===== src/rtl/gpfl_pkg.sv =====
// Shared types, constants and helper functions of the gated PI frequency lock.
`default_nettype none

package gpfl_pkg;

  // Request kinds carried in the input tuser field.
  typedef enum logic [1:0] {
    REQ_SAMPLE = 2'd0,
    REQ_ON     = 2'd1,
    REQ_OFF    = 2'd2,
    REQ_MANUAL = 2'd3
  } req_e;

  // Register indexes on the configuration port (byte address = 4 * index).
  localparam logic [2:0] REG_SETPOINT = 3'd0;
  localparam logic [2:0] REG_MAX_ERR  = 3'd1;
  localparam logic [2:0] REG_GAIN_P   = 3'd2;
  localparam logic [2:0] REG_GAIN_I   = 3'd3;
  localparam logic [2:0] REG_CORR_MIN = 3'd4;
  localparam logic [2:0] REG_CORR_MAX = 3'd5;
  localparam logic [2:0] REG_SETTLE   = 3'd6;

  localparam int unsigned ADDR_W = 5;

  // Integral product magnitude cap, 2^62.
  localparam logic [64:0] PROD_CAP = 65'h0_4000_0000_0000_0000;

  // Half an mV in Q.24, added before the floor shift.
  localparam logic signed [65:0] ROUND_HALF = 66'sd8388608;

  localparam logic signed [15:0] DAC_LIMIT = 16'sd10000;

  typedef struct packed {
    logic        [29:0] setpoint;
    logic        [19:0] max_err;
    logic signed [31:0] gain_p;
    logic signed [31:0] gain_i;
    logic signed [14:0] corr_min;
    logic signed [14:0] corr_max;
    logic        [15:0] settle;
  } cfg_t;

  // Per-item control that travels down to the output stage.
  typedef struct packed {
    req_e               req;
    logic               applied;
    logic               capture;
    logic               refused;
    logic               locked;
    logic               regulating;
    logic signed [14:0] manual;
  } ctl_t;

  // Contents of the accept-stage register.
  typedef struct packed {
    ctl_t               ctl;
    logic signed [30:0] err;
    logic signed [63:0] sum;
  } stage_a_t;

  // Contents of the last product stage.
  typedef struct packed {
    ctl_t               ctl;
    logic signed [63:0] integ;
    logic signed [62:0] prop;
  } prod_t;

  // Saturate a voltage to the DAC range.
  function automatic logic signed [14:0] sat_dac(input logic signed [15:0] v);
    logic signed [15:0] r;
    r = v;
    if (v > DAC_LIMIT) begin
      r = DAC_LIMIT;
    end else if (v < -DAC_LIMIT) begin
      r = -DAC_LIMIT;
    end
    return r[14:0];
  endfunction

endpackage

`default_nettype wire


===== src/rtl/gpfl_out.sv =====
// Output stage: rounding, correction clamp, drive and hold offset, result register.
`default_nettype none

module gpfl_out (
  input  wire logic            clk_i,
  input  wire logic            rst_ni,
  input  wire gpfl_pkg::cfg_t  cfg_i,
  input  wire logic            in_valid_i,
  output logic                 in_ready_o,
  input  wire gpfl_pkg::prod_t in_i,
  output logic                 out_valid_o,
  input  wire logic            out_ready_i,
  output logic        [23:0]   out_data_o
);

  logic signed [14:0] drive_q, drive_d;
  logic signed [14:0] hold_q, hold_d;
  logic               valid_q;
  logic        [23:0] data_q, data_d;
  logic               load;

  logic signed [65:0] total;
  logic signed [41:0] corr_full, corr_hi, corr_lo, cmax, cmin;
  logic signed [14:0] corr;
  logic signed [15:0] fb_sum;

  assign in_ready_o  = !valid_q || out_ready_i;
  assign load        = in_valid_i && in_ready_o;
  assign out_valid_o = valid_q;
  assign out_data_o  = data_q;

  // Floor of (x + half) / 2^24 rounds halves toward plus infinity.
  assign total     = 66'(in_i.integ) + 66'(in_i.prop) + gpfl_pkg::ROUND_HALF;
  assign corr_full = total[65:24];
  assign cmax      = 42'(cfg_i.corr_max);
  assign cmin      = 42'(cfg_i.corr_min);
  // The lower bound is applied last, so it wins when the bounds cross.
  assign corr_hi   = (corr_full > cmax) ? cmax : corr_full;
  assign corr_lo   = (corr_hi < cmin) ? cmin : corr_hi;
  assign corr      = corr_lo[14:0];
  assign fb_sum    = 16'(hold_q) + 16'(corr);

  always_comb begin
    drive_d = drive_q;
    hold_d  = hold_q;
    if (in_i.ctl.req == gpfl_pkg::REQ_MANUAL) begin
      drive_d = gpfl_pkg::sat_dac(16'(in_i.ctl.manual));
    end else if (in_i.ctl.applied) begin
      drive_d = gpfl_pkg::sat_dac(fb_sum);
    end
    if (in_i.ctl.capture) begin
      hold_d = drive_q;
    end
  end

  always_comb begin
    data_d = {5'd0, in_i.ctl.refused, in_i.ctl.applied, in_i.ctl.regulating,
              in_i.ctl.locked, drive_d};
  end

  always_ff @(posedge clk_i or negedge rst_ni) begin
    if (!rst_ni) begin
      drive_q <= '0;
      hold_q  <= '0;
      valid_q <= 1'b0;
    end else begin
      if (load) begin
        drive_q <= drive_d;
        hold_q  <= hold_d;
      end
      if (in_ready_o) begin
        valid_q <= in_valid_i;
      end
    end
  end

  always_ff @(posedge clk_i) begin
    if (load) begin
      data_q <= data_d;
    end
  end

endmodule

`default_nettype wire


===== config.mk =====
export PLATFORM = sky130hd
export DESIGN_NAME = gpfl_out
export DESIGN_NICKNAME = d
export VERILOG_FILES = /design/src/rtl/gpfl_pkg.sv /design/src/rtl/gpfl_out.sv
export SDC_FILE = /design/constraint.sdc
export NUM_CORES = 1
export LEC_CHECK = 0
export BUFFER_PORTS_ARGS = -buffer_cell sky130_fd_sc_hd__buf_4
export CORE_ASPECT_RATIO = 0.7
export CORE_MARGIN = 8
export CORE_UTILIZATION = 45
export CTS_CLUSTER_SIZE = 25
export DETAILED_ROUTE_END_ITERATION = 6
export GPL_TIMING_DRIVEN = 0
export PLACE_DENSITY = 0.73
export SLEW_MARGIN = 10
export SYNTH_ARGS = -nofsm -noshare
export SYNTH_HDL_FRONTEND = slang
export SYNTH_SLANG_ARGS = --single-unit

===== constraint.sdc =====
create_clock -name clk_i -period 3.4 [get_ports clk_i]
set_input_delay 0.68 -clock clk_i [delete_from_list [all_inputs] [get_ports clk_i]]
set_output_delay 0.68 -clock clk_i [all_outputs]
set_load 0.01 [all_outputs]

==> flow_metrics.env <==
export IMPL_status="finished, violations left"
export IMPL_violations="setup timing"
export IMPL_n_antenna_cell=0
export IMPL_port_buffers=203
export IMPL_dr_pass1_iters=5
export IMPL_synth_simple_area_share=0.1482
export IMPL_grt_pass1_wl_um=52190
export IMPL_totalWireLength_um=34540
export IMPL_ant_nets=0
export IMPL_synth_top_family_by_area="adder cells"
export IMPL_synth_seq_cells=50
export IMPL_path_max_fanout=5
export IMPL_synthMuxAreaShare=0.06763
export IMPL_cts_sinks=50
export IMPL_grt_pass1_vias=10435
export IMPL_max_stage_delay_ns=0.60
export IMPL_cts_tree="done"
export IMPL_overflow=0
export IMPL_fin_skew_ns=0.003513
export IMPL_grt_max_degree=32
export IMPL_cp_required_ns=3.55
export IMPL_post_drt_wl_per_cell_um=19.52
export IMPL_ys_async_sr_fraction=0.6200
export IMPL_rr_startpoint="hold_q[0]"
export IMPL_synth_cell_types=76
export IMPL_die_h_um=139.9
export IMPL_die_width_um=192.9
export IMPL_p_leak_uw=0.006686
export IMPL_syn_area_um2=9861
export IMPL_holdWs_ns=0.3109
export IMPL_yosys_warnings=0
export IMPL_synthFlopType="dfrtp_1"
export IMPL_setup_worst_path_end_class="register"
export IMPL_synthCells=1197
export IMPL_cts_inserted_buffers=5
export IMPL_synthAdderAreaFrac=0.2875
export IMPL_num_fill_cells=1728
export IMPL_drv_cap=0
export IMPL_antenna_found_initial=1
export IMPL_synth_compound_area_frac=0.2677
export IMPL_gp_congestion=0.8737
export IMPL_clkSlewWorstSetupHoldPaths_ns=0.07
export IMPL_finalNetCount=2025
export IMPL_clk_latency_ns=0.30
export IMPL_crit_path_top_delay_cell="or4_4"
export IMPL_cp_arrival_ns=11.26
export IMPL_cts_buffer_depth=2
export IMPL_hold_class="in -> async"
export IMPL_seq_area_frac_synth=0.1365
export IMPL_start_kind="primary input"
export IMPL_setup_viol=30
export IMPL_io_pins=339
export IMPL_coreArea_um2=21620
export IMPL_tns_ns=-226.52
export IMPL_dieArea_um2=26980
export IMPL_drt_iter0_drc=1014
export IMPL_rows=45
export IMPL_drive_gt1_frac=0.3887
export IMPL_htree_levels=2
export IMPL_fin_crit_sh=3.268
export IMPL_crit_path_frequent_cell="buf_6"
export IMPL_cp_startpoint="in_i[67]"
export IMPL_num_vias=10838
export IMPL_netlist_area_leader_share=0.2855
export IMPL_viasPerCell=6.127
export IMPL_initial_core_util=0.4561
export IMPL_post_route_drc_count=0
export IMPL_root_buffer="clkbuf_16"
export IMPL_rsz0062_at_grt="yes"
export IMPL_post_route_min_period_ns=11.11
export IMPL_crit_type="in -> reg"
export IMPL_fin_ws_ns=-7.710
export IMPL_grtUsageTotal=0.2328
export IMPL_finalHoldViolCount=0
export IMPL_synth_xor_area_frac=0.04352
export IMPL_synth_edf_count=19
export IMPL_synth_area_leaders="ha_1 29%, dfrtp_1 7.9%, edfxtp_1 5.8%"
export IMPL_vdd_drop_max_uv=549.6
export IMPL_slew_viol_final=0
export IMPL_max_clock_freq_mhz=90.01
export IMPL_dp_hpwl_um=25170
export IMPL_power_density_nw_per_um2=695.1
export IMPL_worst_slew_pin_slew_ns=1.397
export IMPL_syn_area_per_cell_um2=8.238
export IMPL_cts_hold_buffers=0
export IMPL_slew_limit_headroom=0.06783
export IMPL_yosys_area_top_type="ha_1"
export IMPL_area_growth_pct=46.14
what timing repair did:
action,in CTS,in global routing
setup buffers,56,26
resized for setup,133,85
pin swaps,82,50
gates cloned,2,0
hold endpoints to repair,0,0
setup endpoints to repair,30,30
placed cells by master (no fill, tap or decap), drive strengths merged, types with 19 or more instances in the layout:
| cell | instances |
|---|---|
| nor2 | 69 |
| a21o | 65 |
| a21oi | 111 |
| dfrtp | 31 |
| xor2 | 21 |
| edfxtp | 19 |
| nand3 | 24 |
| mux2 | 53 |
| nand2 | 88 |
| nor3 | 22 |
| clkbuf | 23 |
| buf | 299 |
| ha | 225 |
| inv | 74 |
| o21ai | 71 |
| xnor2 | 28 |
| nand4 | 37 |
kinds of logic (layout without fill, tap and decap cells):
logic type | Yosys count | in the layout
compound gates | 398 | 398
xor+xnor | 49 | 49
fa+ha+maj | 226 | 226
buf+inv | 115 | 400
flops | 50 | 50
mux | 57 | 57
other cells | 1 | 5
simple gates | 301 | 302
metal layers:
layer,vias up,part of all wire,GRT usage,wire [µm]
met5,-,0.00038,0,13
met4,2,0.027,0.04885,935
met3,82,0.072,0.04119,2499
met2,483,0.45,0.3598,15470
met1,5137,0.45,0.3314,15620
li1,5134,-,-,-
path summary, 6_finish.rpt:
check                              end  slack [ns]  cells past startpoint
min reg2reg                  hold_q[8]        0.52                      2
min in group clk_i           hold_q[8]        0.52                      2
max                         drive_q[9]       -7.71                     47
max reg2reg                 drive_q[9]       -0.15                     14
max in group asynchronous   drive_q[1]        2.76                      1
min                        drive_q[13]        0.31                      1
final cells by class:
class	instances	area, µm²	area share
Buffer	32	296.5	0.02058
Clock buffer	5	125.1	0.008683
Clock inverter	3	45.04	0.003126
Inverter	74	290.3	0.02014
Multi-Input combinational cell	1037	9721	0.6746
Sequential cell	50	1346	0.09343
Tap cell	282	352.8	0.02449
Timing Repair Buffer	286	2233	0.1550
state kept, by name, indices dropped and copies added, names as in the netlist:
signal and cells:
hold_q 15, out_data_o 19, out_valid_o 1, drive_q 15
per-stage QoR:
step | std cells | setup slack (ns) | area (µm²) | utilization | total power [µW]
finish | 1769 | -7.710 | 14410 | 0.6665 | 10020
global route | 1769 | -7.963 | 14410 | 0.6665 | 10650
CTS | 1745 | -7.303 | 13750 | 0.6360 | 8806
detailed placement | 1686 | -8.586 | 12440 | 0.5752 | 6804
global placement | 1686 | -8.455 | 12430 | 0.5751 | 6675
floorplan | 1201 | -6.848 | 10560 | - | 5431
Yosys cell counts (12+ instances only):
library cell,number
a211oi_1,15
a21o_1,65
a21oi_1,111
a31oi_1,16
clkbuf_1,27
dfrtp_1,31
edfxtp_1,19
ha_1,225
inv_1,74
mux2_2,43
nand2_1,88
nand2b_1,16
nand3_1,23
nand4_1,37
nor2_1,69
nor3_1,22
o211ai_1,12
o21a_1,13
o21ai_0,68
o21bai_1,12
xnor2_1,28
xor2_1,21
power breakdown:
| part | internal, µW | total [µW] | switching (µW) |
|---|---|---|---|
| registers | 888 | 1040 | 153 |
| clock network | 347 | 587 | 240 |
| logic | 3870 | 8390 | 4520 |
critical path, delay by kind of cell:
kind / cells / cell delay (ns)
compound gates: 22 / 4.99
simple gates: 7 / 1.63
buf+inv: 8 / 1.31
fa+ha+maj: 5 / 1.31
mux: 4 / 1.23
xor+xnor: 1 / 0.11
(Power assumes the default switching activity.)
