[src/rtl/gpfl_pkg.sv]
// Shared types, constants and helper functions of the gated PI frequency lock.
`default_nettype none

package gpfl_pkg;

  // Request kinds carried in the input tuser field.
  typedef enum logic [1:0] {
    REQ_SAMPLE = 2'd0,
    REQ_ON     = 2'd1,
    REQ_OFF    = 2'd2,
    REQ_MANUAL = 2'd3
  } req_e;

  // Register indexes on the configuration port (byte address = 4 * index).
  localparam logic [2:0] REG_SETPOINT = 3'd0;
  localparam logic [2:0] REG_MAX_ERR  = 3'd1;
  localparam logic [2:0] REG_GAIN_P   = 3'd2;
  localparam logic [2:0] REG_GAIN_I   = 3'd3;
  localparam logic [2:0] REG_CORR_MIN = 3'd4;
  localparam logic [2:0] REG_CORR_MAX = 3'd5;
  localparam logic [2:0] REG_SETTLE   = 3'd6;

  localparam int unsigned ADDR_W = 5;

  // Integral product magnitude cap, 2^62.
  localparam logic [64:0] PROD_CAP = 65'h0_4000_0000_0000_0000;

  // Half an mV in Q.24, added before the floor shift.
  localparam logic signed [65:0] ROUND_HALF = 66'sd8388608;

  localparam logic signed [15:0] DAC_LIMIT = 16'sd10000;

  typedef struct packed {
    logic        [29:0] setpoint;
    logic        [19:0] max_err;
    logic signed [31:0] gain_p;
    logic signed [31:0] gain_i;
    logic signed [14:0] corr_min;
    logic signed [14:0] corr_max;
    logic        [15:0] settle;
  } cfg_t;

  // Per-item control that travels down to the output stage.
  typedef struct packed {
    req_e               req;
    logic               applied;
    logic               capture;
    logic               refused;
    logic               locked;
    logic               regulating;
    logic signed [14:0] manual;
  } ctl_t;

  // Contents of the accept-stage register.
  typedef struct packed {
    ctl_t               ctl;
    logic signed [30:0] err;
    logic signed [63:0] sum;
  } stage_a_t;

  // Contents of the last product stage.
  typedef struct packed {
    ctl_t               ctl;
    logic signed [63:0] integ;
    logic signed [62:0] prop;
  } prod_t;

  // Saturate a voltage to the DAC range.
  function automatic logic signed [14:0] sat_dac(input logic signed [15:0] v);
    logic signed [15:0] r;
    r = v;
    if (v > DAC_LIMIT) begin
      r = DAC_LIMIT;
    end else if (v < -DAC_LIMIT) begin
      r = -DAC_LIMIT;
    end
    return r[14:0];
  endfunction

endpackage

`default_nettype wire

[src/rtl/gpfl_ctrl.sv]
// Accept stage: error, lock window, good counter, error sum and regulation state.
`default_nettype none

module gpfl_ctrl #(
  parameter int unsigned COUNT_BITS = 16,
  parameter int unsigned SUM_BITS   = 48
) (
  input  wire logic               clk_i,
  input  wire logic               rst_ni,
  input  wire gpfl_pkg::cfg_t     cfg_i,
  input  wire logic               in_valid_i,
  output logic                    in_ready_o,
  input  wire gpfl_pkg::req_e     req_i,
  input  wire logic        [29:0] freq_i,
  input  wire logic signed [14:0] manual_i,
  output logic                    out_valid_o,
  input  wire logic               out_ready_i,
  output gpfl_pkg::stage_a_t      out_o
);

  localparam logic signed [SUM_BITS-1:0] SUM_MAX = {1'b0, {(SUM_BITS-1){1'b1}}};
  localparam logic signed [SUM_BITS-1:0] SUM_MIN = {1'b1, {(SUM_BITS-1){1'b0}}};

  logic [COUNT_BITS-1:0]      cnt_q, cnt_d;
  logic signed [SUM_BITS-1:0] sum_q, sum_d;
  logic                       reg_on_q, reg_on_d;
  logic                       lock_q, lock_d;
  logic                       valid_q;
  gpfl_pkg::stage_a_t         data_q, data_d;

  logic signed [30:0] err;
  logic [30:0]        err_u, aerr;
  logic [30:0]        max_ext;
  logic               good, refused, capture, applied;
  logic signed [SUM_BITS:0] sum_wide;
  logic signed [SUM_BITS-1:0] sum_sat;
  logic               accept;

  assign in_ready_o  = !valid_q || out_ready_i;
  assign accept      = in_valid_i && in_ready_o;
  assign out_valid_o = valid_q;
  assign out_o       = data_q;

  assign err     = $signed({1'b0, freq_i}) - $signed({1'b0, cfg_i.setpoint});
  assign err_u   = err;
  assign aerr    = err_u[30] ? (31'd0 - err_u) : err_u;
  assign max_ext = {11'd0, cfg_i.max_err};
  assign good    = aerr < max_ext;

  // Saturating add of the error into the sum; the error is small whenever it is added.
  assign sum_wide = (SUM_BITS+1)'(sum_q) + (SUM_BITS+1)'(err);
  always_comb begin
    if (sum_wide[SUM_BITS] != sum_wide[SUM_BITS-1]) begin
      sum_sat = sum_wide[SUM_BITS] ? SUM_MIN : SUM_MAX;
    end else begin
      sum_sat = sum_wide[SUM_BITS-1:0];
    end
  end

  always_comb begin
    cnt_d    = cnt_q;
    sum_d    = sum_q;
    reg_on_d = reg_on_q;
    lock_d   = lock_q;
    refused  = 1'b0;
    capture  = 1'b0;
    applied  = 1'b0;
    case (req_i)
      gpfl_pkg::REQ_SAMPLE: begin
        if (reg_on_q) begin
          if (good) begin
            cnt_d  = (cnt_q == '1) ? cnt_q : cnt_q + 1'b1;
            sum_d  = sum_sat;
            lock_d = 1'b1;
          end else begin
            cnt_d  = '0;
            sum_d  = '0;
            lock_d = 1'b0;
          end
          applied = 32'(cnt_d) >= 32'(cfg_i.settle);
        end
      end
      gpfl_pkg::REQ_ON: begin
        if (!reg_on_q) begin
          if (aerr > max_ext) begin
            refused = 1'b1;
          end else begin
            reg_on_d = 1'b1;
            capture  = 1'b1;
          end
        end
      end
      gpfl_pkg::REQ_OFF: begin
        reg_on_d = 1'b0;
        lock_d   = 1'b0;
      end
      default: ;
    endcase
  end

  always_comb begin
    data_d.ctl.req        = req_i;
    data_d.ctl.applied    = applied;
    data_d.ctl.capture    = capture;
    data_d.ctl.refused    = refused;
    data_d.ctl.locked     = lock_d;
    data_d.ctl.regulating = reg_on_d;
    data_d.ctl.manual     = manual_i;
    data_d.err            = err;
    data_d.sum            = 64'(sum_d);
  end

  always_ff @(posedge clk_i or negedge rst_ni) begin
    if (!rst_ni) begin
      cnt_q    <= '0;
      sum_q    <= '0;
      reg_on_q <= 1'b0;
      lock_q   <= 1'b0;
      valid_q  <= 1'b0;
    end else begin
      if (accept) begin
        cnt_q    <= cnt_d;
        sum_q    <= sum_d;
        reg_on_q <= reg_on_d;
        lock_q   <= lock_d;
      end
      if (in_ready_o) begin
        valid_q <= in_valid_i;
      end
    end
  end

  always_ff @(posedge clk_i) begin
    if (accept) begin
      data_q <= data_d;
    end
  end

endmodule

`default_nettype wire

[config.mk]
export PLATFORM = sky130hd
export DESIGN_NAME = gpfl_ctrl
export DESIGN_NICKNAME = d
export VERILOG_FILES = /design/src/rtl/gpfl_pkg.sv /design/src/rtl/gpfl_ctrl.sv
export SDC_FILE = /design/constraint.sdc
export NUM_CORES = 1
export LEC_CHECK = 0
export ABC_AREA = 1
export BUFFER_PORTS_ARGS = -buffer_cell sky130_fd_sc_hd__buf_4
export CAP_MARGIN = 25
export CORE_AREA = 2 2 223 225
export CTS_BUF_LIST = sky130_fd_sc_hd__clkbuf_4
export DETAILED_ROUTE_END_ITERATION = 6
export DIE_AREA = 0 0 225 227
export GPL_ROUTABILITY_DRIVEN = 0
export PLACE_DENSITY = 0.55
export SLEW_MARGIN = 20
export SYNTH_ARGS = -nofsm -noshare
export SYNTH_HDL_FRONTEND = slang
export SYNTH_SLANG_ARGS = --single-unit
[constraint.sdc]
create_clock -name clk_i -period 4.5 [get_ports clk_i]
set_input_delay 0.45 -clock clk_i [delete_from_list [all_inputs] [get_ports clk_i]]
set_output_delay 0.45 -clock clk_i [all_outputs]
set_load 0.01 [all_outputs]
==> impl_metrics.py <==
metrics = {
    "final_layout": {
        "commonest_non_fill_non_tap_cells_in_the_layout": "703 x sky130_fd_sc_hd__buf_4, 546 x sky130_fd_sc_hd__nand2_1, 337 x sky130_fd_sc_hd__inv_1",
        "finalCoreUtilization_pct": 44.04,
        "instances_no_fill": 3405,
        "num-fill-cells": 4948,
        "layout_commonest_cell": "sky130_fd_sc_hd__buf_4",
        "layout-area-overhead-vs-synth_pct": 47.56,
        "layout.nets": 3101,
        "final_layout_size_suffix_gt1_share_pct": 32.82,
    },
    "synthesis": {
        "yosysSeqAreaShare_pct": 32.51,
        "synthesis.yosys.warnings": 0,
        "syn_nets": 2399,
        "asyncSetResetFlopFracSynth_pct": 39.88,
        "synthesis.area_mm2": 0.01449,
        "yosys_register_bits": 168,
        "synth_edf_count": 101,
        "netlist_instances": 2067,
        "syn-mean-instance-area_um2": 7.009,
        "synth.lib_cells_used.distinct": 52,
        "synthFlopType": "sky130_fd_sc_hd__edfxtp_1",
    },
    "sta": {
        "report.final.slew_viol_count": 0,
        "timing.final.crit_share_pct": 121.7,
        "final.min_clock_period_ns": 5.477,
        "worst-slew-pin-transition_ns": 0.8303,
        "setup_repair_after_global_routing_missed_its_margin": "yes",
        "tns_ns": -1.305,
        "finalHoldWorstSlack_ns": 0.1099,
        "clock.fmax_mhz": 182.6,
        "fin_ws_ns": -0.9768,
        "hold_violations": 0,
        "final_setup_viols": 8,
        "slew-limit-headroom_pct": 44.57,
        "finClkSkew_ns": 0.03002,
    },
    "detailed_routing": {
        "routed_via_density": 4.635,
        "detail_route.iter0.violations": 876,
        "routed_wl_mm": 51.08,
        "route.detailed.wl_per_inst_um": 15.00,
        "dr.pass1.iters": 5,
        "final_antenna_net_count": 0,
        "vias": 15780,
        "drcViolationCount": 0,
    },
    "global_routing": {
        "grt_start_max_net_pins": 79,
        "grt_pass1_wl_mm": 80.70,
        "global_route.usage.total_pct": 20.03,
        "first_global_vias": 15510,
        "grt_antenna_before_repair": 1,
        "grt-ovfl-total": 0,
    },
    "hold_path": {
        "worst_hold_path_type": "in -> reg",
    },
    "clock_tree": {
        "tritoncts_num_sinks": 168,
        "cts_inserted_buffers": 17,
        "clk_pin_slew_worst_paths_ns": 0.15,
        "htree_num_levels": 4,
        "cts_root_buf": "sky130_fd_sc_hd__clkbuf_4",
        "cts.path.max_buffers": 2,
        "cts_tree": "done",
        "clkLatencyLatePin_ns": 0.67,
    },
    "power": {
        "power.leakage_nw": 11.10,
        "pwr_cell_area_mw_per_mm2": 310.3,
        "ir_worst_vdd_uv": 177.4,
    },
    "outcome": {
        "failed_checks": "setup timing",
        "outcome": "finished, violations left",
    },
    "floorplan": {
        "die_area_mm2": 0.05108,
        "core.rowCount": 81,
        "initial_utilization_pct": 29.84,
        "floorplan.io_pins": 330,
        "core_footprint_mm2": 0.04855,
        "x_dimension_of_the_die_um": 225,
        "floorplan.die.height_um": 227,
    },
    "critical_path": {
        "most_repeated_library_cell_on_the_critical_path": "sky130_fd_sc_hd__o21a_1",
        "critical-path-slowest-cell": "sky130_fd_sc_hd__fa_2",
        "cp_startpoint_kind": "input pin",
        "worst-path-buf-inv": 10,
        "path_delay_family": "simple AND/OR/NAND/NOR gates",
        "critPathRequiredTime_ns": 4.93,
        "critical_path.endpoint_type": "register",
        "worst_setup_path_category": "in -> reg",
        "crit_arrival_ns": 5.90,
        "critPathMaxStageDelay_ns": 0.42,
        "timing.critical_path.fanout_max": 4,
    },
    "placement": {
        "dp_hpwl_mm": 40.31,
        "place.port_buffers": 235,
        "placed_insts": 3317,
    },
    "flow_run": {
        "max_cap_viol_count": 0,
    },
}
[per-stage QoR]
| step | setup slack [ns] | power (W) | instance area, µm² |
|---|---|---|---|
| 2_1_floorplan | -1.180 | 0.003733 | 14530 |
| 3_3_place_gp | -1.776 | 0.005414 | 20130 |
| 3_5_place_dp | -1.886 | 0.005447 | 20130 |
| 4_1_cts | -0.7657 | 0.006598 | 21020 |
| 5_1_grt | -1.199 | 0.007130 | 21380 |
| 6_report | -0.9768 | 0.006633 | 21380 |
[path summary, 6_finish.rpt]
kind / endpoint / cells after the start / slack, ns / startpoint
max in group asynchronous: cnt_q[2] / 3 / 3.64 / rst_ni
setup / recovery: out_o[114] / 45 / -0.98 / freq_i[0]
hold / removal: out_valid_o / 4 / 0.11 / out_ready_i
min in group asynchronous: cnt_q[12] / 2 / 0.27 / rst_ni
setup reg to reg: out_o[114] / 22 / 0.64 / cnt_q[0]
hold reg to reg: sum_q[4] / 2 / 0.54 / sum_q[4]
[report_power, final]
part / switching (W) / leakage [nW] / internal [W]
clock: 0.000624 / 0.155 / 0.000350
combinational: 0.00198 / 9.21 / 0.00177
sequential: 0.0000895 / 1.73 / 0.00182
total: 0.00269 / 11.1 / 0.00394
[tightest hold or removal path: cells and delay by family]
| family | cells | cell delay, ns |
|---|---|---|
| buffers and inverters | 2 | 0.11 |
| AND/OR/NAND/NOR | 2 | 0.18 |
[kinds of logic after synthesis]
| group | count (synthesis) | synth area share [%] |
|---|---|---|
| xor+xnor | 71 | 4.344 |
| simple gates | 970 | 28.45 |
| buf+inv | 416 | 11.54 |
| compound gates | 321 | 12.61 |
| flops | 168 | 32.51 |
| fa+ha+maj | 121 | 10.55 |
[state kept, by name, summed over array words and instances (netlist names)]
signal / flops
out_valid_o: 1
lock_q: 1
sum_q: 48
out_o: 101
cnt_q: 16
reg_on_q: 1
[layout make-up]
type / count / area [µm²] / area share (%)
timing repair buffer: 734 / 5657 / 26.46
antenna: 1 / 2.502 / 0.01171
clock inverter: 13 / 146.4 / 0.6848
sequential: 168 / 4710 / 22.03
multi-input combinational: 1483 / 8554 / 40.02
inverter: 365 / 1388 / 6.491
clock buffer: 19 / 142.6 / 0.6672
tap: 622 / 778.2 / 3.640
[layer usage]
layer	wire length (µm)	GRT usage (%)	share of wire, %
met4	1349	6.793	2.6
met5	0	0	0
met3	2249	2.439	4.4
met2	23230	32.83	45
met1	24250	27.35	47
[Yosys cell counts, types with 15 or more instances]
cell | count | area, µm²
sky130_fd_sc_hd__nand4_1 | 26 | 162.7
sky130_fd_sc_hd__dfrtp_1 | 67 | 1677
sky130_fd_sc_hd__edfxtp_1 | 101 | 3033
sky130_fd_sc_hd__o22ai_1 | 24 | 150.1
sky130_fd_sc_hd__nand2_1 | 569 | 2136
sky130_fd_sc_hd__xnor2_1 | 25 | 219.0
sky130_fd_sc_hd__inv_2 | 15 | 56.30
sky130_fd_sc_hd__ha_1 | 119 | 1489
sky130_fd_sc_hd__o21ai_1 | 37 | 185.2
sky130_fd_sc_hd__nand3_1 | 112 | 560.5
sky130_fd_sc_hd__o21a_1 | 23 | 172.7
sky130_fd_sc_hd__a31oi_1 | 16 | 100.1
sky130_fd_sc_hd__nor2_1 | 172 | 645.6
sky130_fd_sc_hd__nor2_2 | 16 | 100.1
sky130_fd_sc_hd__xor2_1 | 45 | 394.1
sky130_fd_sc_hd__buf_4 | 18 | 135.1
sky130_fd_sc_hd__nor3_1 | 26 | 130.1
sky130_fd_sc_hd__o21ai_0 | 77 | 385.4
sky130_fd_sc_hd__a21oi_1 | 108 | 540.5
sky130_fd_sc_hd__nand2_2 | 17 | 106.4
sky130_fd_sc_hd__inv_1 | 348 | 1306
sky130_fd_sc_hd__clkbuf_1 | 19 | 71.32
[what timing repair did]
action | 4_1_cts | 5_1_grt
setup buffers | 28 | 18
hold endpoints to repair | 84 | 0
cloned | 0 | 0
pin swaps | 37 | 53
setup endpoints to repair | 1 | 99
gates resized for setup | 51 | 71
hold buffers | 18 | 0
No activity file was read; power rests on OpenSTA's default activity.
