## config.mk

```make
export PLATFORM = sky130hd
export DESIGN_NAME = gpfl_regs
export DESIGN_NICKNAME = d
export VERILOG_FILES = /design/src/rtl/gpfl_pkg.sv /design/src/rtl/gpfl_regs.sv
export SDC_FILE = /design/constraint.sdc
export NUM_CORES = 1
export LEC_CHECK = 0
export BUFFER_PORTS_ARGS = -buffer_cell sky130_fd_sc_hd__buf_2
export CAP_MARGIN = 5
export CORE_MARGIN = 2
export CORE_UTILIZATION = 50
export DETAILED_ROUTE_END_ITERATION = 16
export GPL_TIMING_DRIVEN = 0
export PLACE_DENSITY_LB_ADDON = 0.05
export SLEW_MARGIN = 20
export SYNTH_ARGS = -nofsm -noshare
export SYNTH_HDL_FRONTEND = slang
export SYNTH_SLANG_ARGS = --single-unit
```

## constraint.sdc

```tcl
create_clock -name clk_i -period 3.6 [get_ports clk_i]
set_clock_uncertainty 0.15 [all_clocks]
set_input_delay 0.72 -clock clk_i [delete_from_list [all_inputs] [get_ports clk_i]]
set_output_delay 0.72 -clock clk_i [all_outputs]
set_load 0.01 [all_outputs]
```

## src/rtl/gpfl_pkg.sv

```systemverilog
// Shared types, constants and helper functions of the gated PI frequency lock.
`default_nettype none

package gpfl_pkg;

  // Request kinds carried in the input tuser field.
  typedef enum logic [1:0] {
    REQ_SAMPLE = 2'd0,
    REQ_ON     = 2'd1,
    REQ_OFF    = 2'd2,
    REQ_MANUAL = 2'd3
  } req_e;

  // Register indexes on the configuration port (byte address = 4 * index).
  localparam logic [2:0] REG_SETPOINT = 3'd0;
  localparam logic [2:0] REG_MAX_ERR  = 3'd1;
  localparam logic [2:0] REG_GAIN_P   = 3'd2;
  localparam logic [2:0] REG_GAIN_I   = 3'd3;
  localparam logic [2:0] REG_CORR_MIN = 3'd4;
  localparam logic [2:0] REG_CORR_MAX = 3'd5;
  localparam logic [2:0] REG_SETTLE   = 3'd6;

  localparam int unsigned ADDR_W = 5;

  // Integral product magnitude cap, 2^62.
  localparam logic [64:0] PROD_CAP = 65'h0_4000_0000_0000_0000;

  // Half an mV in Q.24, added before the floor shift.
  localparam logic signed [65:0] ROUND_HALF = 66'sd8388608;

  localparam logic signed [15:0] DAC_LIMIT = 16'sd10000;

  typedef struct packed {
    logic        [29:0] setpoint;
    logic        [19:0] max_err;
    logic signed [31:0] gain_p;
    logic signed [31:0] gain_i;
    logic signed [14:0] corr_min;
    logic signed [14:0] corr_max;
    logic        [15:0] settle;
  } cfg_t;

  // Per-item control that travels down to the output stage.
  typedef struct packed {
    req_e               req;
    logic               applied;
    logic               capture;
    logic               refused;
    logic               locked;
    logic               regulating;
    logic signed [14:0] manual;
  } ctl_t;

  // Contents of the accept-stage register.
  typedef struct packed {
    ctl_t               ctl;
    logic signed [30:0] err;
    logic signed [63:0] sum;
  } stage_a_t;

  // Contents of the last product stage.
  typedef struct packed {
    ctl_t               ctl;
    logic signed [63:0] integ;
    logic signed [62:0] prop;
  } prod_t;

  // Saturate a voltage to the DAC range.
  function automatic logic signed [14:0] sat_dac(input logic signed [15:0] v);
    logic signed [15:0] r;
    r = v;
    if (v > DAC_LIMIT) begin
      r = DAC_LIMIT;
    end else if (v < -DAC_LIMIT) begin
      r = -DAC_LIMIT;
    end
    return r[14:0];
  endfunction

endpackage

`default_nettype wire

```

## src/rtl/gpfl_regs.sv

```systemverilog
// APB configuration register file of the gated PI frequency lock.
`default_nettype none

module gpfl_regs (
  input  wire logic                       clk_i,
  input  wire logic                       rst_ni,
  input  wire logic                       psel,
  input  wire logic                       penable,
  input  wire logic                       pwrite,
  input  wire logic [gpfl_pkg::ADDR_W-1:0] paddr,
  input  wire logic [31:0]                pwdata,
  output logic      [31:0]                prdata,
  output logic                            pready,
  output gpfl_pkg::cfg_t                  cfg_o
);

  gpfl_pkg::cfg_t cfg_q;
  logic [2:0]     idx;
  logic           wr_en;

  assign idx    = paddr[4:2];
  assign wr_en  = psel && penable && pwrite;
  assign pready = 1'b1;
  assign cfg_o  = cfg_q;

  always_ff @(posedge clk_i or negedge rst_ni) begin
    if (!rst_ni) begin
      cfg_q <= '0;
    end else if (wr_en) begin
      case (idx)
        gpfl_pkg::REG_SETPOINT: cfg_q.setpoint <= pwdata[29:0];
        gpfl_pkg::REG_MAX_ERR:  cfg_q.max_err  <= pwdata[19:0];
        gpfl_pkg::REG_GAIN_P:   cfg_q.gain_p   <= pwdata;
        gpfl_pkg::REG_GAIN_I:   cfg_q.gain_i   <= pwdata;
        gpfl_pkg::REG_CORR_MIN: cfg_q.corr_min <= pwdata[14:0];
        gpfl_pkg::REG_CORR_MAX: cfg_q.corr_max <= pwdata[14:0];
        gpfl_pkg::REG_SETTLE:   cfg_q.settle   <= pwdata[15:0];
        default: ;
      endcase
    end
  end

  always_comb begin
    case (idx)
      gpfl_pkg::REG_SETPOINT: prdata = {2'd0, cfg_q.setpoint};
      gpfl_pkg::REG_MAX_ERR:  prdata = {12'd0, cfg_q.max_err};
      gpfl_pkg::REG_GAIN_P:   prdata = cfg_q.gain_p;
      gpfl_pkg::REG_GAIN_I:   prdata = cfg_q.gain_i;
      gpfl_pkg::REG_CORR_MIN: prdata = 32'(cfg_q.corr_min);
      gpfl_pkg::REG_CORR_MAX: prdata = 32'(cfg_q.corr_max);
      gpfl_pkg::REG_SETTLE:   prdata = {16'd0, cfg_q.settle};
      default:                prdata = '0;
    endcase
  end

endmodule

`default_nettype wire

```

==> run summary, run 1 <==
Cell Pwr Density: 607 nW/um^2
Worst endpoint data arrival time: 2.58 ns
Hpwl dp: 15.5 mm
EDFF count, synth: 0
Synth Net Count: 566
F_max: 290 MHz
Crit path time final: 3.45 ns
Die height: 126 um
Crit-path max FO: 10
Post-placement cell area: 8840 sq um
Starting Density: 51.1%
Setup violations, final: 0
Worst-margin pin slew: 0.889 ns
Row count: 44
P&R area growth vs syn: 27.8%
Total Routed Length: 22.6 mm
Mapped Area: 7420 sq um
Initial DRC count: 383
Max reg flops: 160
Ant. Diodes: 0
Syn avg cell area: 14.2 sq um
Post-route insts no fill: 971
# H-tree levels: 4
Vias in the first global route: 5655
Max Slew Vio Count: 0
Vias per cell: 5.83
Number of synthesis warnings: 0
Sink Count: 160
CTS Buf Count: 17
Drt first pass iters: 5
Register bit total from synthesis: 160
Final Hold Viols: 0
Final Cycle Share: 95.7%
VDD IR max: 0.359 mV
Post-synthesis cell count: 524
GRT Total Usage: 28.2%
GRT Residual Overflow: 0
RSZ-0062 raised after global routing: false
Hold WC Path Type: in -> async
Sw Share: 29.3%
P_sw: 1690 uW
Worst-path clk slew: 0.06 ns
Hold buffers post-CTS: 0
Largest net degree at the start of global routing: 84
Critical path origin: paddr[2]
Antenna violations before repair: 0
DIE AREA: 15800 sq um
Worst Path Class, Setup: in -> out
Final Power: 5760 uW
Avg WL per Cell: 23.3 um
DRC Markers: 0
Startpoint types: input port
Relative slew slack: 40.5%
Share of layout cells above drive strength 1: 60.6%
Io pins: 235
Crit. End Element: output pin
Latest clock arrival within the worst-skew pair: 0.42 ns
Core Area: 14500 sq um
Fraction of registers with async set/reset: 100%
Max-cap viol count: 0
TritonCTS clock tree: yes
DP Cell Count: 940
Outcome: complete, no violations
DRT antenna net count: 0
Setup bufs post-CTS: 0
GPL Wtd Cong: 0.829
FF-to-FF Start: cfg_o[81]$_DFFE_PN0P_
Final instance area: 9490 sq um
Seq/Total Area, Yosys: 54.0%
Floorplan die width: 126 um
Lkg Pwr: 0.00482 uW
Post-synth top flop: dfrtp_1
Layout Nets: 817
Data required, critical path: 2.73 ns
Port Buffers: 231
Clock power share: 33.9%
Vias: 5657
Longest Clk Path Bufs: 2
Global-route wire length before repair: 33.5 mm
Reg power frac: 42.1%
Internal: 4070 uW
CTS root buf: clkbuf_16
Power share of the combinational group: 24.1%
Netlist cell types: 40
final cells by class:
class                      instances  area [sq um]
fill                            1163          5050
sequential                       160          4000
multi-input combinational        323          3180
timing repair buffer             232          1190
clock buffer                      22           484
tap                              184           230
buffer                            39           226
clock inverter                     9           155
inverter                           2          7.51
worst max-delay path: stages:
cell and delay, ns:
buf_2 0.12, buf_2 0.21, nor2b_1 0.49, clkbuf_2 0.41, a221oi_1 0.14, a221oi_1 0.28
buf_2 0.20
power groups by stage:
| stage | Clock [uW] | Sequential [uW] | Combinational (uW) |
|---|---|---|---|
| 3_3_place_gp | 0 | 2410 | 1360 |
| 6_report | 1950 | 2420 | 1390 |
| 4_1_cts | 1960 | 2420 | 1400 |
| 5_1_grt | 2040 | 2470 | 1490 |
| 3_5_place_dp | 0 | 2450 | 1390 |
| 2_1_floorplan | 0 | 2580 | 574 |
Yosys cell counts (all sizes together) (3+ instances only):
| library cell | number | area (sq um) |
|---|---|---|
| nand4b | 10 | 103 |
| nand3b | 5 | 37.5 |
| nor2 | 7 | 41.3 |
| a32oi | 3 | 26.3 |
| a31oi | 3 | 18.8 |
| nor4bb | 3 | 30.0 |
| nor3 | 4 | 36.3 |
| a21o | 4 | 30.0 |
| mux2i | 33 | 330 |
| buf | 31 | 191 |
| o21ai | 17 | 85.1 |
| a221oi | 20 | 175 |
| clkbuf | 8 | 33.8 |
| o211ai | 5 | 37.5 |
| nand3 | 4 | 20.0 |
| a22oi | 10 | 75.1 |
| dfrtp | 160 | 4000 |
| mux2 | 183 | 2060 |
metal layers:
metal  share of wire [%]  global-route usage (%)
met4                 2.1                    9.63
met5                   0                       0
met3                 7.6                    8.20
met1                  42                    37.0
met2                  49                    45.2
timing repair:
action,4_1_cts,5_1_grt
endpoints found under the hold margin,0,0
setup endpoints to repair,6,0
gates resized for setup,1,0
cell usage in the layout (no fill, tap or decap), types with 2 or more instances in the layout:
| master | instances |
|---|---|
| clkbuf_16 | 17 |
| clkinvlp_4 | 4 |
| nand4b_1 | 9 |
| dfrtp_1 | 160 |
| nor2_1 | 3 |
| o211ai_1 | 5 |
| nor4bb_1 | 3 |
| bufinv_16 | 4 |
| buf_1 | 2 |
| a21o_1 | 4 |
| mux2i_1 | 33 |
| nand2b_1 | 2 |
| buf_2 | 245 |
| a221oi_1 | 20 |
| mux2_1 | 7 |
| nor2_2 | 3 |
| clkbuf_8 | 4 |
| nand3_1 | 4 |
| nor3_1 | 2 |
| clkbuf_1 | 7 |
| a22oi_1 | 10 |
| a32oi_1 | 3 |
| mux2_2 | 176 |
| a31oi_1 | 3 |
| nand3b_1 | 5 |
| buf_4 | 13 |
| nor2b_1 | 2 |
| o21ai_0 | 17 |
metrics by stage:
step / hold WS, ns / setup TNS (ns) / setup slack [ns] / utilization (%)
detailed placement: 0.355 / -0.151 / -0.0502 / 60.9
floorplan: 0.274 / 0 / 0.878 / -
finish: 0.102 / 0 / 0.153 / 65.3
global placement: 0.343 / -100.34 / -0.639 / 60.6
CTS: 0.144 / 0 / 0.182 / 65.3
global route: 0.155 / 0 / 0.0320 / 65.3
final timing paths:
| check | end | slack (ns) | cells past startpoint |
|---|---|---|---|
| max in group asynchronous | cfg_o[114]$_DFFE_PN0P_ | 2.38 | 2 |
| max | prdata[12] | 0.15 | 7 |
| min | cfg_o[146]$_DFFE_PN0P_ | 0.10 | 1 |
| max reg2reg | cfg_o[81]$_DFFE_PN0P_ | 2.63 | 1 |
| min in group clk_i | cfg_o[79]$_DFFE_PN0P_ | 0.37 | 1 |
| min reg2reg | cfg_o[79]$_DFFE_PN0P_ | 0.37 | 1 |
logic make-up after synthesis:
group	count (synthesis)	synth area share (%)
mux	216	32.2
flops	160	54.0
compound gates	65	6.36
simple gates	41	4.28
buf+inv	41	3.14
other cells	1	0.0505
Power figures use the tool's default switching activity.
==> run 2: changes to the inputs <==
- SETUP_SLACK_MARGIN: default -> 0.3
==> run summary, run 2 (same netlist as run 1, synthesis figures left out) <==
Io pins: 235 (unchanged)
Row count: 44 (unchanged)
Number of fill cells: 1160 (-0.26%)
Data required, critical path: 2.73 ns (about the same)
CP max stage delay: 0.37 ns (-0.12 ns)
CTS Buf Count: 17 (unchanged)
F_max: 310 MHz (+6.9%)
Worst-path clk slew: 0.06 ns (about the same)
CTS root buf: clkbuf_16
Outcome: complete, no violations
Hold WC Path Type: in -> async
Hold buffers post-CTS: 0 (unchanged)
Worst endpoint data arrival time: 2.35 ns (-0.23 ns)
Die height: 126 um (unchanged)
DRT antenna net count: 0 (unchanged)
Setup Slack @ Placement: -0.0502 ns (unchanged)
Final WS setup: 0.376 ns (+0.223 ns)
Longest Clk Path Bufs: 2 (unchanged)
CP max-delay cell: clkbuf_2
DIE AREA: 15800 sq um (unchanged)
Vias per cell: 5.83 (about the same)
P&R area growth vs syn: 28.1%
VDD IR max: 0.358 mV (-0.19%)
Max reg flops: 160 (unchanged)
TritonCTS clock tree: yes
Post-route core utilization: 65.4% (+0.13 points)
Post_cts resized: 5 (+4)
Ant. Diodes: 0 (unchanged)
Worst Path Class, Setup: in -> out
Floorplan die width: 126 um (unchanged)
Share of layout cells above drive strength 1: 61.4% (+0.76 points)
Sink Count: 160 (unchanged)
Max Slew Vio Count: 0 (unchanged)
Most frequent cells in the layout: 242 x buf_2, 176 x mux2_2, 160 x dfrtp_1
GRT Total Usage: 28.1% (about the same)
Port Buffers: 231 (unchanged)
Crit path time final: 3.22 ns (-0.223 ns)
Initial DRC count: 341 (-11%)
Crit. End Element: output pin
Latest clock arrival within the worst-skew pair: 0.41 ns (about the same)
GPL Wtd Cong: 0.829 (unchanged)
# H-tree levels: 4 (unchanged)
Avg WL per Cell: 23.2 um (-0.43%)
Crit-path max FO: 10 (unchanged)
Global-route wire length before repair: 33.5 mm (about the same)
Worst-margin pin slew: 0.762 ns (-0.127 ns)
Multi-input logic area: 3190 sq um (+0.24%)
Hpwl dp: 15.5 mm (unchanged)
Max-cap viol count: 0 (unchanged)
Most common cell after layout, fill and taps aside: buf_2
Cell Pwr Density: 605 nW/um^2 (-0.28%)
Vias in the first global route: 5659 (+0.071%)
Lkg Pwr: 0.00483 uW (+0.26%)
Relative slew slack: 49.2% (+8.7 points)
Drt first pass iters: 5 (unchanged)
Setup bufs post-CTS: 0 (unchanged)
Startpoint types: input port
Final Cycle Share: 89.6% (-6.2 points)
Starting Density: 51.1% (unchanged)
DRC Markers: 0 (unchanged)
Final Hold Viols: 0 (unchanged)
Vias: 5659 (+0.035%)
Total Routed Length: 22.5 mm (-0.43%)
Core Area: 14500 sq um (unchanged)
Largest net degree at the start of global routing: 84 (unchanged)
FF-to-FF Start: cfg_o[81]$_DFFE_PN0P_
Cell chain of the critical path: buf_2 > clkbuf_4 > nor2b_2 > clkbuf_2 > a221oi_1 > a221oi_1 > buf_2
Total Neg Setup Slack: 0 ns (unchanged)
Setup violations, final: 0 (unchanged)
GRT Residual Overflow: 0 (unchanged)
Layout Nets: 817 (unchanged)
Critical path origin: paddr[2]
Antenna violations before repair: 0 (unchanged)
Sequential cell area: 4000 sq um (unchanged)
RSZ-0062 raised after global routing: true
[run 2: cell types whose count changed in the layout (fill, tap and decap cells not counted)]
| cell | before | now |
|---|---|---|
| buf_2 | 245 | 242 |
| clkbuf_2 | 1 | 4 |
| clkbuf_4 | 1 | 4 |
| clkbuf_1 | 7 | 5 |
| nor2b_1 | 2 | 0 |
| nor2b_2 | 0 | 2 |
| buf_1 | 2 | 1 |
| nor2_1 | 3 | 2 |
| nor2_2 | 3 | 4 |
[run 2: per-layer routing]
metal	track usage (%)	part of all wire, %	wire length [um]	vias up
li1	-	-	-	2482
met1	37.1	41	9330	2899
met2	45.1	49	11000	251
met3	8.20	7.9	1790	27
met4	9.44	1.9	423	0
met5	0	0	0	-
[run 2: worst paths after layout]
check                                          to  slack [ns]  cells past startpoint
min                        cfg_o[146]$_DFFE_PN0P_        0.10                      1
min reg2reg                cfg_o[100]$_DFFE_PN0P_        0.37                      1
max in group asynchronous   cfg_o[68]$_DFFE_PN0P_        2.38                      2
min in group clk_i         cfg_o[100]$_DFFE_PN0P_        0.37                      1
max reg2reg                 cfg_o[81]$_DFFE_PN0P_        2.63                      1
max                                    prdata[12]        0.38                      7
[run 2: power by group]
part | internal (uW) | switching [uW]
clock network | 1230 | 714
logic | 688 | 700
registers | 2150 | 269
[run 2: final cells by class]
| type | instances | share of cell area, % |
|---|---|---|
| Timing Repair Buffer | 232 | 12.6 |
| Buffer | 39 | 2.50 |
| Sequential cell | 160 | 42.1 |
| Clock inverter | 9 | 1.63 |
| Inverter | 2 | 0.0790 |
| Clock buffer | 22 | 5.09 |
| Multi-Input combinational cell | 323 | 33.6 |
| Tap cell | 184 | 2.42 |
[run 2: worst max-delay path: cells and delay by family]
family	cells	cell delay, ns
AOI/OAI and AO/OA	2	0.42
buffers and inverters	4	0.89
and+or+nand+nor	1	0.31
[run 2: stage by stage]
step / power (uW) / area (sq um) / instances / hold WS, ns
6_report: 5750 / 9500 / 971 / 0.104
2_1_floorplan: 3150 / 7420 / 524 / 0.274
4_1_cts: 5770 / 9490 / 971 / 0.144
3_3_place_gp: 3780 / 8810 / 939 / 0.343
3_5_place_dp: 3840 / 8840 / 940 / 0.355
5_1_grt: 6000 / 9500 / 971 / 0.155
==> run 3: changes to the inputs <==
- ABC_AREA: default -> 1
- CELL_PAD_IN_SITES_DETAIL_PLACEMENT: default -> 1
- CELL_PAD_IN_SITES_GLOBAL_PLACEMENT: default -> 1
- CORE_UTILIZATION: 50 -> 40
==> run summary, run 3 <==
Relative slew slack: 45.7% (-3.5 points)
Longest Clk Path Bufs: 2 (unchanged)
Crit-path max FO: 10 (unchanged)
Synth top area share: 50.1% (-3.9 points)
Post_cts resized: 0 (-5)
Syn avg cell area: 7.61 sq um (-46%)
Worst endpoint data arrival time: 2.32 ns (-0.03 ns)
Setup violations, final: 0 (unchanged)
Crit path time final: 3.19 ns (-0.0313 ns)
Port Buffers: 231 (unchanged)
Initial DRC count: 561 (+65%)
Number of fill cells: 2552 (+120%)
GRT Residual Overflow: 0 (unchanged)
DRC Markers: 0 (unchanged)
Final WS setup: 0.407 ns (+0.0313 ns)
Post-synth top flop: dfrtp_1
P&R area growth vs syn: 25.9%
Share of layout cells above drive strength 1: 24.3% (-37 points)
Seq/Total Area, Yosys: 50.1% (-3.9 points)
Synth Net Count: 1092 (+93%)
Multiplexer area fraction after synthesis: 0% (-32 points)
Area share of and/or/nand/nor cells after synthesis: 32.2% (+28 points)
RR Endpoint: cfg_o[158]$_DFFE_PN0P_
DRT antenna net count: 0 (unchanged)
CP endpoint: prdata[10]
Max reg flops: 160 (unchanged)
Worst-margin pin slew: 0.815 ns (+0.0524 ns)
Row count: 51 (+16%)
Fraction of registers with async set/reset: 100% (unchanged)
VDD IR max: 0.377 mV (+5.3%)
GPL Wtd Cong: 0.946 (+14%)
Reg2Reg Depth: 2 (+1)
Netlist cell types: 19 (-53%)
Vias per cell: 5.57 (-4.4%)
Mapped Area: 7990 sq um (+7.7%)
Vias: 8808 (+56%)
Final Cycle Share: 88.7% (-0.87 points)
Sequential cell area: 4000 sq um (unchanged)
Layout Nets: 1343 (+64%)
GRT Total Usage: 33.5% (+5.4 points)
F_max: 313 MHz (+0.98%)
Floorplan die width: 145 um (+16%)
Multi-input logic area: 3420 sq um (+7.2%)
Final Hold Viols: 0 (unchanged)
Data required, critical path: 2.73 ns (about the same)
CTS Buf Count: 17 (unchanged)
RSZ-0062 raised after global routing: false
Setup Slack @ Placement: 0.445 ns (+0.495 ns)
Register bit total from synthesis: 160 (unchanged)
Global-route wire length before repair: 53.7 mm (+60%)
Startpoint types: input port
Die height: 145 um (+16%)
Post-synthesis cell count: 1050 (+100%)
Worst-path clk slew: 0.07 ns (about the same)
Total Routed Length: 35.6 mm (+58%)
Largest net degree at the start of global routing: 88 (+4.8%)
Avg WL per Cell: 22.5 um (-3.0%)
Hold WC Path Type: in -> async
Worst Path Class, Setup: in -> out
Latest clock arrival within the worst-skew pair: 0.43 ns (+0.02 ns)
Crit. End Element: output pin
DIE AREA: 21100 sq um (+33%)
Drt first pass iters: 5 (unchanged)
Core Area: 19500 sq um (+34%)
Antenna violations before repair: 2 (+2)
TritonCTS clock tree: yes
Reg2Reg Setup Slack: 2.69 ns (+0.06 ns)
Total Neg Setup Slack: 0 ns (unchanged)
Worst hold slack: 0.137 ns (+0.0324 ns)
Post-Synth XOR/XNOR Area: 0% (unchanged)
Cell Pwr Density: 552 nW/um^2 (-8.9%)
Max-cap viol count: 0 (unchanged)
FF-to-FF Start: cfg_o[158]$_DFFE_PN0P_
Post-synthesis compound-gate area fraction: 10.6% (+4.2 points)
Lkg Pwr: 0.00561 uW (+16%)
# H-tree levels: 4 (unchanged)
Outcome: complete, no violations
Io pins: 235 (unchanged)
Count leader, synth: nand2_1
Max Slew Vio Count: 0 (unchanged)
Hold buffers post-CTS: 0 (unchanged)
EDFF count, synth: 0 (unchanged)
Most common cell after layout, fill and taps aside: nand2_1
Synth cell count leaders: 376 x nand2_1, 160 x dfrtp_1, 158 x o21ai_0, 78 x nand4_1, 73 x nor2_1
Hpwl dp: 25.9 mm (+67%)
CTS root buf: clkbuf_16
Vias in the first global route: 9047 (+60%)
Synth area leaders: dfrtp_1 50%, nand2_1 18%, o21ai_0 9.9%
Setup bufs post-CTS: 0 (unchanged)
Largest family of logic cells by synthesized area: simple AND/OR/NAND/NOR gates
Post-synth top area cell: dfrtp_1
Number of synthesis warnings: 0 (unchanged)
Starting Density: 40.9% (-10 points)
Most frequent cells in the layout: 376 x nand2_1, 259 x buf_2, 160 x dfrtp_1
Sink Count: 160 (unchanged)
Critical path origin: paddr[3]
Adder-Cell Fraction of Synth Area: 0% (unchanged)
==> run 3: cell count changes in the layout (fill, tap and decap cells not counted), moves of 33 or more <==
cell / change
mux2i_1: -33
nor2_1: +71
nand3_1: +48
nand4_1: +77
o21ai_0: +141
clkbuf_1: +33
inv_1: +46
mux2_2: -176
nand2_1: +375
==> run 3: layout make-up <==
cell class,count,share of cell area [%]
antenna,2,0.0497
buffer,80,3.79
multi-input combinational,760,34.0
inverter,50,1.87
timing repair buffer,232,11.9
tap,265,3.30
clock buffer,17,4.23
sequential,160,39.8
clock inverter,15,1.11
==> run 3: kinds of logic after synthesis <==
logic type / Yosys count
AOI/OAI and AO/OA: 169
buffers and inverters: 130
DFF: 160
other: 1
and+or+nand+nor: 590
==> run 3: worst min-delay path by stage <==
stage,cells after the start,endpoint
after global routing,1,cfg_o[3]$_DFFE_PN0P_
final,1,cfg_o[3]$_DFFE_PN0P_
after CTS,1,cfg_o[3]$_DFFE_PN0P_
after detailed placement,2,cfg_o[57]$_DFFE_PN0P_
after floorplan,0,cfg_o[0]$_DFFE_PN0P_
after global placement,2,cfg_o[92]$_DFFE_PN0P_
==> run 3: per-stage QoR <==
stage | total power (uW) | cells | utilization, % | cell area (sq um)
2_1_floorplan | 3060 | 1050 | - | 7990
3_3_place_gp | 3800 | 1546 | 48.6 | 9480
3_5_place_dp | 3860 | 1547 | 48.8 | 9520
4_1_cts | 5560 | 1579 | 51.5 | 10100
5_1_grt | 5800 | 1580 | 51.5 | 10100
6_report | 5550 | 1581 | 51.5 | 10100
==> run 3: power breakdown <==
part	total, uW	internal [uW]	switching [uW]	leakage [uW]
Clock	1710	887	821	0.000256
Sequential	2450	2150	295	0.00202
Combinational	1400	490	905	0.00334
==> run 3: critical path: stages <==
cell      delay (ns)
buf_2           0.14
nor2_4          0.26
clkbuf_1        0.62
nand3_1         0.15
nand2_1         0.13
nor2_1          0.07
nand2_1         0.09
buf_2           0.14
==> run 3: routing by layer <==
layer  routed length [um]  part of all wire (%)  track usage, %  vias up
met1                14500                    41            43.3     4377
met4                 1530                   4.3            15.1        0
met2                16600                    47            54.0      419
met3                 2900                   8.1            7.65       73
li1                     -                     -               -     3939
met5                    0                     0               0        -
